**config.mk**
```make
export PLATFORM = sky130hd
export DESIGN_NAME = tlafit_ctrl
export DESIGN_NICKNAME = d
export VERILOG_FILES = /design/src/rtl/tlafit_pkg.sv /design/src/rtl/tlafit_ctrl.sv
export SDC_FILE = /design/constraint.sdc
export NUM_CORES = 1
export LEC_CHECK = 0
export BUFFER_PORTS_ARGS = -buffer_cell sky130_fd_sc_hd__buf_2
export CORE_UTILIZATION = 46
export DETAILED_ROUTE_END_ITERATION = 12
export PLACE_DENSITY = 0.73
export SYNTH_ARGS = -nofsm -noshare
export SYNTH_HDL_FRONTEND = slang
export SYNTH_SLANG_ARGS = --single-unit
```
**constraint.sdc**
```tcl
create_clock -name aclk -period 1.8 [get_ports aclk]
set_clock_uncertainty 0.15 [all_clocks]
set_input_delay 0.18 -clock aclk [delete_from_list [all_inputs] [get_ports aclk]]
set_output_delay 0.18 -clock aclk [all_outputs]
set_load 0.05 [all_outputs]
```
**src/rtl/tlafit_pkg.sv**
```systemverilog
`default_nettype none
// ----------------------------------------------------------------------------
// tlafit_pkg: shared types and constants for the arm fit error block
// Fixed-point constants, register indexes, controller states, commands and
// the CORDIC arctangent table.
// ----------------------------------------------------------------------------
package tlafit_pkg;

    localparam int MAX_POINTS_DEF   = 256;
    localparam int CORDIC_STEPS_DEF = 18;

    localparam int GRID_W   = 5;
    localparam int IN_ANG_W = 20;
    localparam int LEN_W    = 23;
    localparam int POS_W    = 24;
    localparam int OFF_W    = 20;
    localparam int ANG_W    = 22;   // offset-corrected angle before reduction
    localparam int CW       = 34;   // CORDIC vector and angle width, Q30
    localparam int V_W      = 28;   // grid * span + 9
    localparam int Q_W      = 25;   // (grid * span + 9) / 18
    localparam int EXP_W    = 26;   // expected position
    localparam int ERR_W    = 27;   // position error
    localparam int SUM_W    = 56;
    localparam int RMS_W    = 23;
    localparam int CNT_OUT_W = 9;
    localparam int STEP_W   = 6;
    localparam int IDX_W    = 4;
    localparam int CFG_W    = 24;
    localparam int S_DATA_W = 56;
    localparam int M_DATA_W = 32;

    localparam logic signed [ANG_W-1:0] PI_Q16      = 22'sd205887;
    localparam logic signed [ANG_W-1:0] HALF_PI_Q16 = 22'sd102944;
    localparam logic signed [ANG_W-1:0] TWO_PI_Q16  = 22'sd411775;
    localparam logic signed [CW-1:0]    GAIN_Q30    = 34'sd652032874;
    // floor(2^32 / 18), used for the division by the grid step count
    localparam logic signed [28:0]      RECIP_18    = 29'sd238609294;
    localparam logic [RMS_W-1:0]        RMS_MAX     = 23'd8388607;

    localparam logic [LEN_W-1:0] LINK_ONE_RST = 23'd90880;
    localparam logic [LEN_W-1:0] LINK_TWO_RST = 23'd78848;
    localparam logic [POS_W-1:0] ORIGIN_X_RST = 24'd28416;
    localparam logic [POS_W-1:0] ORIGIN_Y_RST = 24'hFFDB66;   // -9370
    localparam logic [LEN_W-1:0] SPAN_X_RST   = 23'd110592;
    localparam logic [LEN_W-1:0] SPAN_Y_RST   = 23'd102656;
    localparam logic [OFF_W-1:0] OFF_ONE_RST  = 20'd102944;
    localparam logic [OFF_W-1:0] OFF_TWO_RST  = 20'd205887;

    localparam logic [IDX_W-1:0] REG_LINK_ONE = 4'd0;
    localparam logic [IDX_W-1:0] REG_LINK_TWO = 4'd1;
    localparam logic [IDX_W-1:0] REG_ORIGIN_X = 4'd2;
    localparam logic [IDX_W-1:0] REG_ORIGIN_Y = 4'd3;
    localparam logic [IDX_W-1:0] REG_SPAN_X   = 4'd4;
    localparam logic [IDX_W-1:0] REG_SPAN_Y   = 4'd5;
    localparam logic [IDX_W-1:0] REG_OFF_ONE  = 4'd6;
    localparam logic [IDX_W-1:0] REG_OFF_TWO  = 4'd7;

    localparam logic [STEP_W-1:0] MUL_LAST  = 6'd10;
    localparam logic [STEP_W-1:0] DIV_LAST  = 6'd55;
    localparam logic [STEP_W-1:0] SQRT_LAST = 6'd27;

    typedef enum logic [3:0] {
        ST_IDLE, ST_REDUCE, ST_FOLD, ST_ROTATE, ST_MUL, ST_CHECK,
        ST_DIV_INIT, ST_DIV, ST_SQRT_INIT, ST_SQRT, ST_EMIT
    } state_t;

    typedef enum logic [3:0] {
        CMD_NONE, CMD_LOAD, CMD_REDUCE, CMD_FOLD, CMD_ROTATE, CMD_MUL,
        CMD_DIV_INIT, CMD_DIV, CMD_SQRT_INIT, CMD_SQRT, CMD_EMIT
    } cmd_op_t;

    typedef struct packed {
        cmd_op_t             op;
        logic [STEP_W-1:0]   step;
    } cmd_t;

    typedef struct packed {
        logic reduce_done;
        logic full;
        logic last;
        logic out_free;
    } status_t;

    function automatic logic signed [CW-1:0] atan_q30(input logic [4:0] idx);
        logic signed [CW-1:0] v;
        case (idx)
            5'd0:  v = 34'sh03243F6A8;
            5'd1:  v = 34'sh01DAC6705;
            5'd2:  v = 34'sh00FADBAFC;
            5'd3:  v = 34'sh007F56EA6;
            5'd4:  v = 34'sh003FEAB76;
            5'd5:  v = 34'sh001FFD55B;
            5'd6:  v = 34'sh000FFFAAA;
            5'd7:  v = 34'sh0007FFF55;
            5'd8:  v = 34'sh0003FFFEA;
            5'd9:  v = 34'sh0001FFFFD;
            5'd10: v = 34'sh0000FFFFF;
            5'd11: v = 34'sh00007FFFF;
            5'd12: v = 34'sh00003FFFF;
            5'd13: v = 34'sh00001FFFF;
            5'd14: v = 34'sh00000FFFF;
            5'd15: v = 34'sh000007FFF;
            5'd16: v = 34'sh000003FFF;
            5'd17: v = 34'sh000001FFF;
            5'd18: v = 34'sh000000FFF;
            5'd19: v = 34'sh0000007FF;
            5'd20: v = 34'sh0000003FF;
            5'd21: v = 34'sh0000001FF;
            5'd22: v = 34'sh0000000FF;
            5'd23: v = 34'sh00000007F;
            5'd24: v = 34'sh00000003F;
            5'd25: v = 34'sh00000001F;
            5'd26: v = 34'sh00000000F;
            5'd27: v = 34'sh000000007;
            5'd28: v = 34'sh000000003;
            5'd29: v = 34'sh000000001;
            default: v = '0;
        endcase
        return v;
    endfunction

endpackage
`default_nettype wire

```
**src/rtl/tlafit_ctrl.sv**
```systemverilog
`default_nettype none
// ----------------------------------------------------------------------------
// tlafit_ctrl: sequencer for the arm fit error datapath
// Steps one point through reduction, CORDIC, the multiply phases and, on the
// last point, the division and square root.
// ----------------------------------------------------------------------------
module tlafit_ctrl #(
    parameter int CORDIC_STEPS = tlafit_pkg::CORDIC_STEPS_DEF
) (
    input  wire logic               aclk,
    input  wire logic               aresetn,
    input  wire logic               s_tvalid,
    output logic                    in_ready,
    input  wire tlafit_pkg::status_t status,
    output tlafit_pkg::cmd_t        cmd
);
    import tlafit_pkg::*;

    localparam logic [STEP_W-1:0] ROT_LAST = STEP_W'(CORDIC_STEPS - 1);

    state_t            state_reg, state_next;
    logic [STEP_W-1:0] step_reg, step_next;

    always_ff @(posedge aclk) begin
        if (!aresetn) begin
            state_reg <= ST_IDLE;
            step_reg  <= '0;
        end else begin
            state_reg <= state_next;
            step_reg  <= step_next;
        end
    end

    always_comb begin
        state_next = state_reg;
        step_next  = step_reg + 6'd1;
        case (state_reg)
            ST_IDLE: begin
                if (s_tvalid) begin
                    state_next = status.full ? ST_CHECK : ST_REDUCE;
                end
            end
            ST_REDUCE: begin
                if (status.reduce_done) begin
                    state_next = ST_FOLD;
                end
            end
            ST_FOLD: begin
                state_next = ST_ROTATE;
                step_next  = '0;
            end
            ST_ROTATE: begin
                if (step_reg == ROT_LAST) begin
                    state_next = ST_MUL;
                    step_next  = '0;
                end
            end
            ST_MUL: begin
                if (step_reg == MUL_LAST) begin
                    state_next = ST_CHECK;
                end
            end
            ST_CHECK: begin
                state_next = status.last ? ST_DIV_INIT : ST_IDLE;
            end
            ST_DIV_INIT: begin
                state_next = ST_DIV;
                step_next  = '0;
            end
            ST_DIV: begin
                if (step_reg == DIV_LAST) begin
                    state_next = ST_SQRT_INIT;
                end
            end
            ST_SQRT_INIT: begin
                state_next = ST_SQRT;
                step_next  = '0;
            end
            ST_SQRT: begin
                if (step_reg == SQRT_LAST) begin
                    state_next = ST_EMIT;
                end
            end
            ST_EMIT: begin
                if (status.out_free) begin
                    state_next = ST_IDLE;
                end
            end
            default: begin
                state_next = ST_IDLE;
            end
        endcase
    end

    always_comb begin
        in_ready = 1'b0;
        cmd.op   = CMD_NONE;
        cmd.step = step_reg;
        case (state_reg)
            ST_IDLE: begin
                in_ready = 1'b1;
                if (s_tvalid) begin
                    cmd.op = CMD_LOAD;
                end
            end
            ST_REDUCE:    cmd.op = CMD_REDUCE;
            ST_FOLD:      cmd.op = CMD_FOLD;
            ST_ROTATE:    cmd.op = CMD_ROTATE;
            ST_MUL:       cmd.op = CMD_MUL;
            ST_DIV_INIT:  cmd.op = CMD_DIV_INIT;
            ST_DIV:       cmd.op = CMD_DIV;
            ST_SQRT_INIT: cmd.op = CMD_SQRT_INIT;
            ST_SQRT:      cmd.op = CMD_SQRT;
            ST_EMIT: begin
                if (status.out_free) begin
                    cmd.op = CMD_EMIT;
                end
            end
            default:      cmd.op = CMD_NONE;
        endcase
    end

    a_rotate_bound: assert property (@(posedge aclk) disable iff (!aresetn)
        (state_reg == ST_ROTATE) |-> (step_reg <= ROT_LAST))
        else $error("CORDIC step beyond configured count");

    a_emit_free: assert property (@(posedge aclk) disable iff (!aresetn)
        (cmd.op == CMD_EMIT) |-> status.out_free)
        else $error("result loaded over a pending beat");

    a_fold_rotate: assert property (@(posedge aclk) disable iff (!aresetn)
        (state_reg == ST_FOLD) |=> (state_reg == ST_ROTATE && step_reg == 6'd0))
        else $error("rotation did not start at step zero");

    a_div_sqrt: assert property (@(posedge aclk) disable iff (!aresetn)
        (state_reg == ST_DIV && step_reg == DIV_LAST) |=> (state_reg == ST_SQRT_INIT))
        else $error("division did not hand over to square root");

endmodule
`default_nettype wire

```
# Yosys cells after proc, flatten, opt, wreduce, memory -nomap -nowiden
# Cells that the tools add are included.
# totals
ff_bits,10
latch_bits,0
mem_bits_rw,0
rom_bits,0
in_bits,7
output_inout_bits,11
word_cells,43
n_memories,0
# op_classes
addsub,1
mul,0
n_div,0
n_lt_le_gt_ge,0
eq_ne,21
n_shift,0
n_mux,16
bitwise,0
reduce_logical,3
# op_table
op,n
4-bit case mux with 11 select lines,1
4-bit case mux with 10 select lines,1
4-bit two-way mux,8
"4-bit by 3-bit == test with 1-bit output, second input constant",4
"2-bit inequality test, second input constant",7
"4-bit == test, second input constant",3
"6-bit by 5-bit == test with 1-bit output, second input constant",2
6-bit case mux with 2 select lines,1
"4-bit by 2-bit == test with 1-bit output, second input constant",2
7-bit AND reduction,1
"6-bit by 1-bit adder with 6-bit output, second input constant",1
"6-bit by 4-bit == test with 1-bit output, second input constant",1
"6-bit == test, second input constant",1
3-bit two-way mux,2
6-bit two-way mux,1
"4-bit by 1-bit == test with 1-bit output, second input constant",1
4-bit logical NOT,1
3-bit OR reduction,1
1-bit two-way mux,2

# Logic depth before layout (Yosys ltp)
# Gate-level depths: netlist (run 1).
# depth
ltp_word,3
mapped_depth,7
depth_no_buf,6

# Worst setup path before layout (run 1)
# No wires, ideal clock.
# synth_path
path_kind,register -> output
startpoint,register state_reg[1]
endpoint,output port in_ready
arrival_time_ps,2122
t_required_ps,1470
setup_slack_ps,-652
stages_incl_launch_ff,4
path_buffers,2
path_cell_list,dfxtp_1 -> buf_2 -> buf_2 -> nor4_1
# synth_via
elab_chain_len,2
# synth_rtl
element,line_no,rtl
start: declaration,tlafit_ctrl.sv:21,"state_t state_reg, state_next;"
start signal: assignment,tlafit_ctrl.sv:29,state_reg <= state_next;
4-bit logical NOT,tlafit_ctrl.sv:99,case (state_reg)
1-bit two-way mux,tlafit_ctrl.sv:99,
end: declaration,tlafit_ctrl.sv:13,"output logic in_ready,"
# No other way between the ends.

# Worst setup path after layout (run 1)
# layout_path
startpoint,register state_reg[0]
endpoint,register state_reg[1]
# layout_via
elab_chain_len,3
word_cells_on_any_way,20
classes_between,eq/ne: 17; mux: 1; reduce/logical: 2
# layout_rtl
element,line_no,rtl
4-bit == test (tied with other cells),tlafit_ctrl.sv:37,case (state_reg)
2-bit inequality test (no line),-,
7-bit AND reduction (no line),-,
# Parallel ways exist; a longest one is shown, timed or not.
# A chain may end at the register's enable or synchronous reset.

==> metrics.yaml, run 1 <==
drt:
  vias: 824
  wire_per_inst_um: 14.28
  first_pass_iters: 5
  avgViaCountPerCell: 5.803
  drc: 0
  drtAntennaViolNets: 0
  routed_wl_mm: 2.028
  drt_iter0_markers: 34
floorplan:
  die_y_um: 42.30
  start_util_pct: 49.58
  ios: 18
  die_x_um: 42.30
  die-area_sq_um: 1789
  core_sq_um: 1506
  rows: 14
synth:
  ys_seq_area_share_pct: 26.80
  synth_compound_area_share_pct: 23.95
  synth_top_family_by_area: "simple AND/OR/NAND/NOR gates"
  yosys.area_share.simple_pct: 27.81
  synth-adder-area-share_pct: 6.700
  synth.area.mux_share_pct: 4.020
  synth_seq_cells: 10
  synthArstFlopShare_pct: 0
  ys.flop_type: "dfxtp_1"
  yosysWarnings: 0
  synth_xor_xnor_area_share_pct: 4.690
  synth_cells: 98
  synth_edf_count: 0
  synth_area_sq_um: 747.0
  synth_cell_types: 35
  syn_nets: 109
  avgSynthCellArea_sq_um: 7.622
min_path:
  min_from: "aresetn"
  hold_path.class: "in2reg"
  min_path_cells: 2
  holdPathEnd: "state_reg[1]"
timing:
  maxSlewHeadroom_pct: 73.94
  max_freq_mhz: 545.0
  finalCritPeriodShare_pct: 101.9
  finalCriticalPeriod_ns: 1.835
  worst_slew_pin_slew_ns: 0.3899
  setup_violations: 4
  report.final.hold_viol_count: 0
  final_max_slew_viol_count: 0
  grt_setup_unrepaired: "yes"
  fin_hold_ws_ns: 0.07739
  setup_ws_ns: -0.03491
grt:
  antenna_found_initial: 0
  grt_max_degree: 12
  grt_pass1_vias: 711
  overflow: 0
  track_usage_pct: 21.88
  grt_pass1_wl_mm: 3.042
pwr:
  ir_worst_vdd_mv: 0.8845
  p_leak_uw: 0.0004601
  power-per-cell-area_nw_per_um2: 1523
setup_path:
  cp.arrival_ns: 1.84
  r2r_end: "state_reg[1]"
  end_kind: "flop"
  crit_fanout: 7
  critical_path_class: "reg2reg"
  timing.rr.start: "state_reg[0]"
  worst_ep_required_time_ns: 1.80
  start_kind: "flop"
  rrSetupSlack_ns: -0.03
  reg2reg_depth: 5
layout:
  drive_gt1_share_pct: 49.21
  final_nets: 138
  antenna_cells: 0
  largest_reg_flops: 6
  final_common_cell: "buf_2"
  final_cell_mix: "buf_2 (15), buf_4 (14), nand2_1 (11), nor2_1 (11), dfxtp_2 (7)"
  area_growth_pct: 44.56
clock_tree:
  clockBufferDepth: 2
  cts.sinks: 10
  cts_buffers: 3
  postCtsHoldBufs: 0
  htree_levels: 1
  clkSlewWorstSetupHoldPaths_ns: 0.06
  cts_tree: "yes"
  clk_latency_ns: 0.26
  cts-root-buf: "clkbuf_4"
flow_run:
  max-cap-violations: 0
place:
  io_buffers: 17
  pre_cts_slack_ns: -0.04543
  gp_congestion: 0.7905
  dp_hpwl_mm: 1.308
run_status:
  outcome: "finished, violations left"
  violations: "setup timing"
-- timing repair --
action	CTS	global route
pin swaps	4	2
endpoints found under the setup margin	10	13
endpoints found under the hold margin	0	0
setup buffers	2	1
resized for setup	8	17
-- Yosys cell counts, types with 2 or more instances --
library cell / count / area, sq um
nor2_1: 12 / 45.04
nand2_1: 11 / 41.29
dfxtp_1: 10 / 200.2
a21oi_1: 6 / 30.03
inv_1: 5 / 18.77
nand2b_1: 5 / 31.28
ha_1: 4 / 50.05
nand3_1: 4 / 20.02
o21ai_0: 4 / 20.02
buf_2: 3 / 15.01
clkbuf_1: 3 / 11.26
mux2i_1: 3 / 30.03
xnor2_1: 3 / 26.28
a211oi_1: 2 / 15.01
nor3_1: 2 / 10.01
o311a_1: 2 / 20.02
-- worst max-delay path, stage by stage (launching register included) --
cell	delay (ns)
dfxtp_4	0.37
or4b_1	0.54
a41oi_2	0.25
a211oi_4	0.09
a21o_1	0.20
o311a_1	0.11
-- report_power, final --
part           total (uW)  switching [uW]  leakage (uW)  internal, uW
sequential            385            95.4     0.0000868           290
clock                 154            74.4     0.0000154          80.0
combinational        1100             672      0.000358           433
-- cell families (layout without fill, tap and decap cells) --
| group | Yosys count | count (layout) |
|---|---|---|
| XOR/XNOR | 4 | 4 |
| AND/OR/NAND/NOR | 42 | 42 |
| adder cells (fa/ha/maj) | 4 | 4 |
| flip-flops | 10 | 10 |
| buffers and inverters | 11 | 39 |
| multiplexers | 3 | 3 |
| AO/OA/AOI/OAI | 24 | 24 |
-- worst max-delay path by stage --
stage | from | end | slack, ns | depth (start not counted)
2_1_floorplan | step_reg[0] | state_reg[1] | -0.08 | 6
3_3_place_gp | step_reg[0] | state_reg[1] | 0.01 | 6
3_5_place_dp | step_reg[2] | step_reg[2] | -0.05 | 4
4_1_cts | state_reg[2] | cmd[7] | -0.05 | 4
5_1_grt | state_reg[1] | cmd[6] | -0.14 | 7
6_report | state_reg[0] | state_reg[1] | -0.03 | 5
-- cell type report --
| class | count | area (sq um) |
|---|---|---|
| clock buffers | 3 | 22.52 |
| clock inverters | 1 | 3.754 |
| fillers | 112 | 426.7 |
| inverters | 5 | 21.27 |
| multi-input cells | 77 | 600.6 |
| flip-flops and latches | 10 | 220.2 |
| well taps | 16 | 20.02 |
| repair buffers | 30 | 191.4 |
-- per-layer routing --
metal,GRT usage [%],vias to the layer above,share of wire (%)
li1,-,405,-
met1,30.03,390,46
met2,33.85,27,48
met3,6.466,2,5.6
met4,5.000,0,0.35
met5,0,-,0
-- through the flow --
stage               util, %  power (uW)   TNS, ns  area, sq um  std cells
floorplan                 -        1068   -0.1634        773.2         98
global placement      61.54        1291         0        927.1        135
detailed placement    61.54        1298   -0.2190        927.1        135
CTS                   66.03        1511  -0.09894        994.7        141
global route          71.68        1750   -0.3368         1080        142
finish                71.68        1645   -0.1188         1080        142
(Power assumes the default switching activity.)
==> inputs of run 2 (changes only) <==
--- a/config.mk
+++ b/config.mk
@@ -6,9 +6,10 @@
 export NUM_CORES = 1
 export LEC_CHECK = 0
 export BUFFER_PORTS_ARGS = -buffer_cell sky130_fd_sc_hd__buf_2
-export CORE_UTILIZATION = 46
+export CORE_UTILIZATION = 55
 export DETAILED_ROUTE_END_ITERATION = 12
-export PLACE_DENSITY = 0.73
+export PLACE_DENSITY = 0.82
+export RECOVER_POWER = 25
 export SYNTH_ARGS = -nofsm -noshare
 export SYNTH_HDL_FRONTEND = slang
 export SYNTH_SLANG_ARGS = --single-unit
==> constraint.sdc (replaced) <==
create_clock -name aclk -period 2.36 [get_ports aclk]
set_clock_uncertainty 0.15 [all_clocks]
set_input_delay 0.236 -clock aclk [delete_from_list [all_inputs] [get_ports aclk]]
set_output_delay 0.236 -clock aclk [all_outputs]
set_load 0.05 [all_outputs]
==> metrics.yaml, run 2 (synthesized netlist as in run 1, its figures left out) <==
grt:
  antenna_found_initial: 0
  grt_pass1_vias: 572
  overflow: 0
  track_usage_pct: 25.18
  grt_pass1_wl_mm: 2.580
  grt_max_degree: 16
drt:
  avgViaCountPerCell: 5.738
  wire_per_inst_um: 12.23
  vias: 746
  drc: 0
  drt_iter0_markers: 20
  routed_wl_mm: 1.590
  first_pass_iters: 4
  drtAntennaViolNets: 0
timing:
  setup_violations: 0
  maxSlewHeadroom_pct: 60.18
  report.final.hold_viol_count: 0
  setup_ws_ns: 0.2949
  finalSetupTns_ns: 0
  max_freq_mhz: 484.2
  finalCritPeriodShare_pct: 87.51
  final_max_slew_viol_count: 0
  worst_slew_pin_slew_ns: 0.5998
  grt_setup_unrepaired: "no"
  finalCriticalPeriod_ns: 2.065
setup_path:
  cp.arrival_ns: 1.68
  worst_ep_required_time_ns: 1.97
  crit_fanout: 12
  end_kind: "output port"
  critical_path_class: "reg2out"
  start_kind: "flop"
clock_tree:
  clkSlewWorstSetupHoldPaths_ns: 0.07
  cts.sinks: 10
  htree_levels: 1
  cts_resized: 0
  cts_tree: "yes"
  cts_buffers: 3
  cts-root-buf: "clkbuf_4"
  cts_setup_buffers: 0
  clockBufferDepth: 2
  postCtsHoldBufs: 0
  clk_latency_ns: 0.27
layout:
  final_nets: 128
  drive_gt1_share_pct: 20.69
  final_cell_mix: "nor2_1 (12), buf_2 (12), nand2_1 (11), dfxtp_1 (10), a21oi_1 (6)"
  area_growth_pct: 18.09
  nFillCells: 102
  seqCellArea_sq_um: 200.2
  fin_util_pct: 74.37
  instances_no_fill: 130
  antenna_cells: 0
  multi_input_area_sq_um: 508.0
  largest_reg_flops: 6
floorplan:
  ios: 18
  rows: 12
  die_y_um: 38.85
  die_x_um: 38.85
  core_sq_um: 1186
  die-area_sq_um: 1509
  start_util_pct: 62.97
place:
  dp_hpwl_mm: 1.171
  dpl.cell_count: 126
  gp_congestion: 0.8306
  pre_cts_slack_ns: 0.4178
  io_buffers: 17
pwr:
  p_leak_uw: 0.0003719
  power_uw: 1073
  power-per-cell-area_nw_per_um2: 1216
  ir_worst_vdd_mv: 0.6844
run_status:
  outcome: "complete, no violations"
flow_run:
  max-cap-violations: 0
min_path:
  hold_path.class: "in2reg"
run 2: final timing paths:
kind	startpoint	endpoint	slack (ns)	cells after the start
worst max register to register	step_reg[0]	state_reg[1]	0.39	6
worst min-delay path	aresetn	state_reg[1]	0.14	2
worst min register to register	step_reg[0]	step_reg[0]	0.36	1
worst max-delay path	state_reg[1]	cmd[6]	0.29	6
run 2: area by class of cell:
class                      instances  area share, %
multi-input combinational         77          57.59
sequential                        10          22.70
timing repair buffer              20          11.49
clock buffer                       4          4.113
inverter                           5          2.128
tap                               14          1.986
run 2: power breakdown:
part           switching [uW]  total (uW)  leakage (uW)  internal [uW]
Sequential               83.4         289     0.0000818            205
Combinational             412         630      0.000269            218
Clock                    60.2         154     0.0000210           93.6
Total                     556        1070      0.000372            517
run 2: routing by layer:
metal | vias to the layer above | global-route usage (%) | share of wire, %
met5 | - | 0 | 0
met4 | 0 | 7.759 | 0.69
met3 | 2 | 10.40 | 7.0
met2 | 24 | 33.75 | 44
met1 | 332 | 35.79 | 49
li1 | 388 | - | -
run 2: worst max-delay path, cell delays in order (launching register included):
cell	delay, ns
dfxtp_1	0.53
buf_4	0.22
nand2b_1	0.08
a21oi_1	0.14
nor2_1	0.05
a21oi_1	0.12
buf_2	0.27
run 2: metrics by stage:
stage | hold slack [ns] | cell area (sq um)
floorplan | 0.4002 | 753.2
global placement | 0.3441 | 852.1
detailed placement | 0.3491 | 852.1
CTS | 0.1294 | 888.4
global route | 0.1387 | 882.1
finish | 0.1385 | 882.1
